[config.mk]
export PLATFORM = sky130hd
export DESIGN_NAME = srsu_ctrl
export DESIGN_NICKNAME = d
export VERILOG_FILES = /design/src/srsu_pkg.sv /design/src/srsu_ctrl.sv
export SDC_FILE = /design/constraint.sdc
export NUM_CORES = 1
export LEC_CHECK = 0
export BUFFER_PORTS_ARGS = -buffer_cell sky130_fd_sc_hd__buf_4
export CAP_MARGIN = 20
export CORE_AREA = 2 2 39 41
export DETAILED_ROUTE_END_ITERATION = 8
export DIE_AREA = 0 0 41 43
export SYNTH_ARGS = -nofsm -noshare
export SYNTH_HDL_FRONTEND = slang
export SYNTH_SLANG_ARGS = --single-unit
[constraint.sdc]
create_clock -name clk -period 1.45 [get_ports clk]
set_input_delay 0.0725 -clock clk [delete_from_list [all_inputs] [get_ports clk]]
set_output_delay 0.0725 -clock clk [all_outputs]
set_load 0.05 [all_outputs]
[src/srsu_pkg.sv]
// shared types, codes and constants for the sparse row scatter update unit
`timescale 1ns / 1ps

package srsu_pkg;

  // element width and packed stream widths
  localparam int DW    = 32;
  localparam int IN_W  = 48;
  localparam int OUT_W = 40;

  // default table geometry
  localparam int DEF_MAX_ROWS  = 256;
  localparam int DEF_MAX_WIDTH = 64;

  // item kinds
  localparam logic [1:0] KIND_LOAD  = 2'd0;
  localparam logic [1:0] KIND_APPLY = 2'd1;
  localparam logic [1:0] KIND_READ  = 2'd2;

  // scatter operations
  localparam logic [2:0] OP_ASSIGN = 3'd0;
  localparam logic [2:0] OP_ADD    = 3'd1;
  localparam logic [2:0] OP_SUB    = 3'd2;
  localparam logic [2:0] OP_RSUB   = 3'd3;
  localparam logic [2:0] OP_MUL    = 3'd4;
  localparam logic [2:0] OP_DIV    = 3'd5;
  localparam logic [2:0] OP_RDIV   = 3'd6;

  // result status codes
  localparam logic [1:0] STS_OK    = 2'd0;
  localparam logic [1:0] STS_RANGE = 2'd1;
  localparam logic [1:0] STS_DIVZ  = 2'd2;

  // configuration register indexes
  localparam logic [1:0] CFG_OP     = 2'd0;
  localparam logic [1:0] CFG_WIDTH  = 2'd1;
  localparam logic [1:0] CFG_HEIGHT = 2'd2;

  // configuration reset values
  localparam logic [2:0] RST_OP     = OP_ADD;
  localparam logic [6:0] RST_WIDTH  = 7'd64;
  localparam logic [8:0] RST_HEIGHT = 9'd256;

  typedef enum logic [2:0] {
    ST_IDLE,
    ST_READ,
    ST_EXEC,
    ST_DIV,
    ST_WRITE
  } state_t;

  typedef struct packed {
    logic capture;
    logic mem_rd;
    logic exec;
    logic div_start;
    logic div_load;
    logic commit;
  } ctrl_cmd_t;

  typedef struct packed {
    logic need_div;
    logic div_done;
    logic out_free;
  } dp_sts_t;

endpackage

[src/srsu_ctrl.sv]
// controller state machine sequencing read, compute, divide and write-back
`timescale 1ns / 1ps

module srsu_ctrl (
  input  logic                clk,
  input  logic                rst,
  input  logic                s_tvalid,
  output logic                s_tready,
  output srsu_pkg::ctrl_cmd_t cmd,
  input  srsu_pkg::dp_sts_t   sts
);
  import srsu_pkg::*;

  state_t state;
  state_t state_next;

  always_ff @(posedge clk) begin
    if (rst) begin
      state <= ST_IDLE;
    end else begin
      state <= state_next;
    end
  end

  always_comb begin
    state_next = state;
    unique case (state)
      ST_IDLE:  if (s_tvalid) state_next = ST_READ;
      ST_READ:  state_next = ST_EXEC;
      ST_EXEC:  state_next = sts.need_div ? ST_DIV : ST_WRITE;
      ST_DIV:   if (sts.div_done) state_next = ST_WRITE;
      ST_WRITE: if (sts.out_free) state_next = ST_IDLE;
      default:  state_next = ST_IDLE;
    endcase
  end

  always_comb begin
    s_tready      = (state == ST_IDLE);
    cmd.capture   = (state == ST_IDLE) && s_tvalid;
    cmd.mem_rd    = (state == ST_READ);
    cmd.exec      = (state == ST_EXEC) && !sts.need_div;
    cmd.div_start = (state == ST_EXEC) && sts.need_div;
    cmd.div_load  = (state == ST_DIV) && sts.div_done;
    cmd.commit    = (state == ST_WRITE) && sts.out_free;
  end

`ifndef SYNTHESIS
  a_capture_reads: assert property (@(posedge clk) disable iff (rst)
    cmd.capture |=> (state == ST_READ))
    else $error("request capture not followed by memory read");

  a_div_to_write: assert property (@(posedge clk) disable iff (rst)
    cmd.div_load |=> (state == ST_WRITE))
    else $error("divider result not followed by write-back");

  a_commit_idle: assert property (@(posedge clk) disable iff (rst)
    cmd.commit |=> (state == ST_IDLE) && s_tready)
    else $error("commit did not return to idle");

  a_hold_write: assert property (@(posedge clk) disable iff (rst)
    (state == ST_WRITE) && !sts.out_free |=> (state == ST_WRITE))
    else $error("write-back left while output register busy");
`endif

endmodule

==> results.py <==
metrics = {
    "cells_and_area": {
        "antennaDiodeCount": 0,
        "final_core_util_pct": 30.47,
        "final_cell_mix": "buf_4, nor2_1, or2b_1, clkbuf_4",
        "regMostFlops": "state",
        "final_nets": 53,
        "reg.largest.list": "state x3",
        "largest_reg_flops": 3,
        "mostFrequentLayoutCell": "buf_4",
        "syn2layout_area_growth_pct": 65.20,
        "drive_gt1_share_pct": 56.52,
    },
    "setup_path": {
        "cp_num_buf_inv": 1,
        "slowest_delay_ns": 0.52,
        "critical-path-top-delay-family": "flip-flops",
        "crit_chain": "nand2_1, nor3_2, buf_4",
        "timing.rr.end": "state[0]",
        "reg2reg_setup_slack_ns": 0.19,
        "startpoint_type": "flip-flop",
        "r2r-start": "state[2]",
        "critical_path_class": "reg2out",
        "slowest_stage": "dfxtp_1",
        "crit_fanout": 9,
        "r2r_cells": 3,
        "critPathCaptureType": "output pin",
        "worst_ep_required_time_ns": 1.38,
        "cp.arrival_ns": 1.27,
    },
    "route": {
        "route.met3.wl_um": 66,
        "wirelength_um": 654,
        "vias_per_cell": 4.500,
        "first_pass_iters": 4,
        "top_layer": "met4",
        "drt-wirelength-per-cell_um": 10.55,
        "post-route-drc-count": 0,
        "antenna_left": 0,
        "wl_met1_um": 271,
        "met2WireLength_um": 297,
        "via_count": 279,
        "drt_iter0_drc": 3,
    },
    "global_route": {
        "grt_pass1_vias": 264,
        "grt_max_degree": 10,
        "grt-ovfl-total": 0,
        "grt.total_usage_pct": 9.820,
        "grt_antenna_before_repair": 0,
        "grt_pass1_wl_mm": 1.083,
    },
    "hold_path": {
        "hp-class": "in2reg",
        "min-delay-start": "s_tvalid",
        "min_path_cells": 3,
        "min_to": "state[2]",
    },
    "clocking": {
        "cts_buffer_depth": 2,
        "clockRootBuffer": "clkbuf_4",
        "cts.clk_slew.worst_paths_ns": 0.04,
        "h-tree-depth": 1,
        "cts_setup_buffers": 0,
        "cts_made_buffers": 3,
        "clkLatencyLatePin_ns": 0.24,
        "cts_tree": "built",
        "numClockSinks": 3,
    },
    "logic_synthesis": {
        "ys_types": 20,
        "syn-mean-instance-area_um2": 8.508,
        "synthCells": 30,
        "synth_area_um2": 255.2,
        "ys_ff_latch": 3,
        "yosysSeqAreaShare_pct": 23.53,
        "ys_warn_count": 0,
        "synth_fp_nets": 36,
    },
    "place": {
        "io_buffers": 12,
        "dp_hpwl_um": 455.7,
        "gp_congestion": 0.6858,
    },
    "run": {
        "drv_cap": 0,
    },
    "floorplan": {
        "rows": 14,
        "start_util_pct": 18.44,
        "die_w_um": 41,
        "die_h_um": 43,
        "die_area_mm2": 0.001763,
        "coreArea_mm2": 0.001384,
        "io_pins": 13,
    },
    "power_and_ir_drop": {
        "ir_drop_v": 0.0005303,
        "p_total_uw": 603.9,
        "power.density_mw_per_mm2": 1432,
        "cellLeakagePower_uw": 0.0001817,
    },
    "run_status": {
        "outcome": "finished, final reports clean",
    },
    "sta": {
        "fin_crit_sh_pct": 92.64,
        "fin_skew_ns": 0.003514,
        "rsz0062_at_grt": "false",
        "worstMarginPinSlew_ns": 0.3501,
        "report.final.slew_viol_count": 0,
        "setup_viol": 0,
        "slew_headroom_pct": 76.63,
        "setup_tns_ns": 0,
        "final_hold_viol_count": 0,
        "fmax_mhz": 744.4,
        "fin_crit_ns": 1.343,
    },
}
cell usage after synthesis, drive strengths merged:
cell type	count	area [µm²]
nor2	5	35.03
dfxtp	3	60.06
or2b	3	22.52
a21oi	2	10.01
buf	2	12.51
nand2	2	7.510
nor3	2	10.01
a2111oi	1	15.01
a31oi	1	6.260
a32oi	1	8.760
and2	1	6.260
and2b	1	8.760
and3b	1	10.01
and4bb	1	12.51
nand2b	1	6.260
nor3b	1	7.510
nor4b	1	8.760
o21a	1	7.510
through the flow:
step	instances	area (µm²)	hold WS, ns	setup WS [ns]
after floorplan	30	277.8	0.1414	-0.1050
after global placement	57	382.9	0.2493	0.2079
after detailed placement	57	382.9	0.2517	0.1793
after CTS	62	420.4	0.1683	0.07656
after global routing	62	421.7	0.1890	0.005322
final	62	421.7	0.1769	0.1067
how the worst max path moves through the flow:
stage / start / endpoint / depth (start not counted)
2_1_floorplan: state[0] / cmd[5] / 3
3_3_place_gp: state[0] / state[2] / 3
3_5_place_dp: state[0] / state[2] / 3
4_1_cts: state[1] / cmd[5] / 4
5_1_grt: state[2] / cmd[1] / 3
6_report: state[2] / cmd[0] / 3
routing by layer:
layer / GRT usage, % / vias up
met2: 13.44 / 12
met4: 8.000 / 0
met5: 0 / -
met3: 6.806 / 2
li1: - / 138
met1: 9.585 / 127
what timing repair did:
item                                   CTS  global route
hold buffers                             1             0
endpoints found under the hold margin    1             0
setup endpoints to repair                2             1
resized for setup                        1             1
cells by family (layout without fill, tap and decap cells):
kind of cell | count (synthesis) | in the layout | synth area share (%)
compound gates | 6 | 6 | 18.63
buf+inv | 2 | 18 | 4.901
flops | 3 | 3 | 23.53
simple gates | 19 | 19 | 52.95
report_power, final:
part           internal (µW)  switching, µW  total (µW)  leakage [µW]
sequential               101           46.8         147     0.0000254
combinational            126            180         306      0.000141
clock                    103           47.4         151     0.0000150
total                    330            274         604      0.000182
worst register-to-register path, stage by stage (launching register included):
cell     delay [ns]
dfxtp_1        0.52
nand2_1        0.17
a31oi_1        0.28
and3b_2        0.22
layout make-up:
cell class	count	area, µm²
Fill cell	154	962.2
Multi-Input combinational cell	25	205.2
Timing Repair Buffer	14	107.6
Sequential cell	3	62.56
Clock buffer	4	26.28
Tap cell	16	20.02
(Power assumes the default switching activity.)
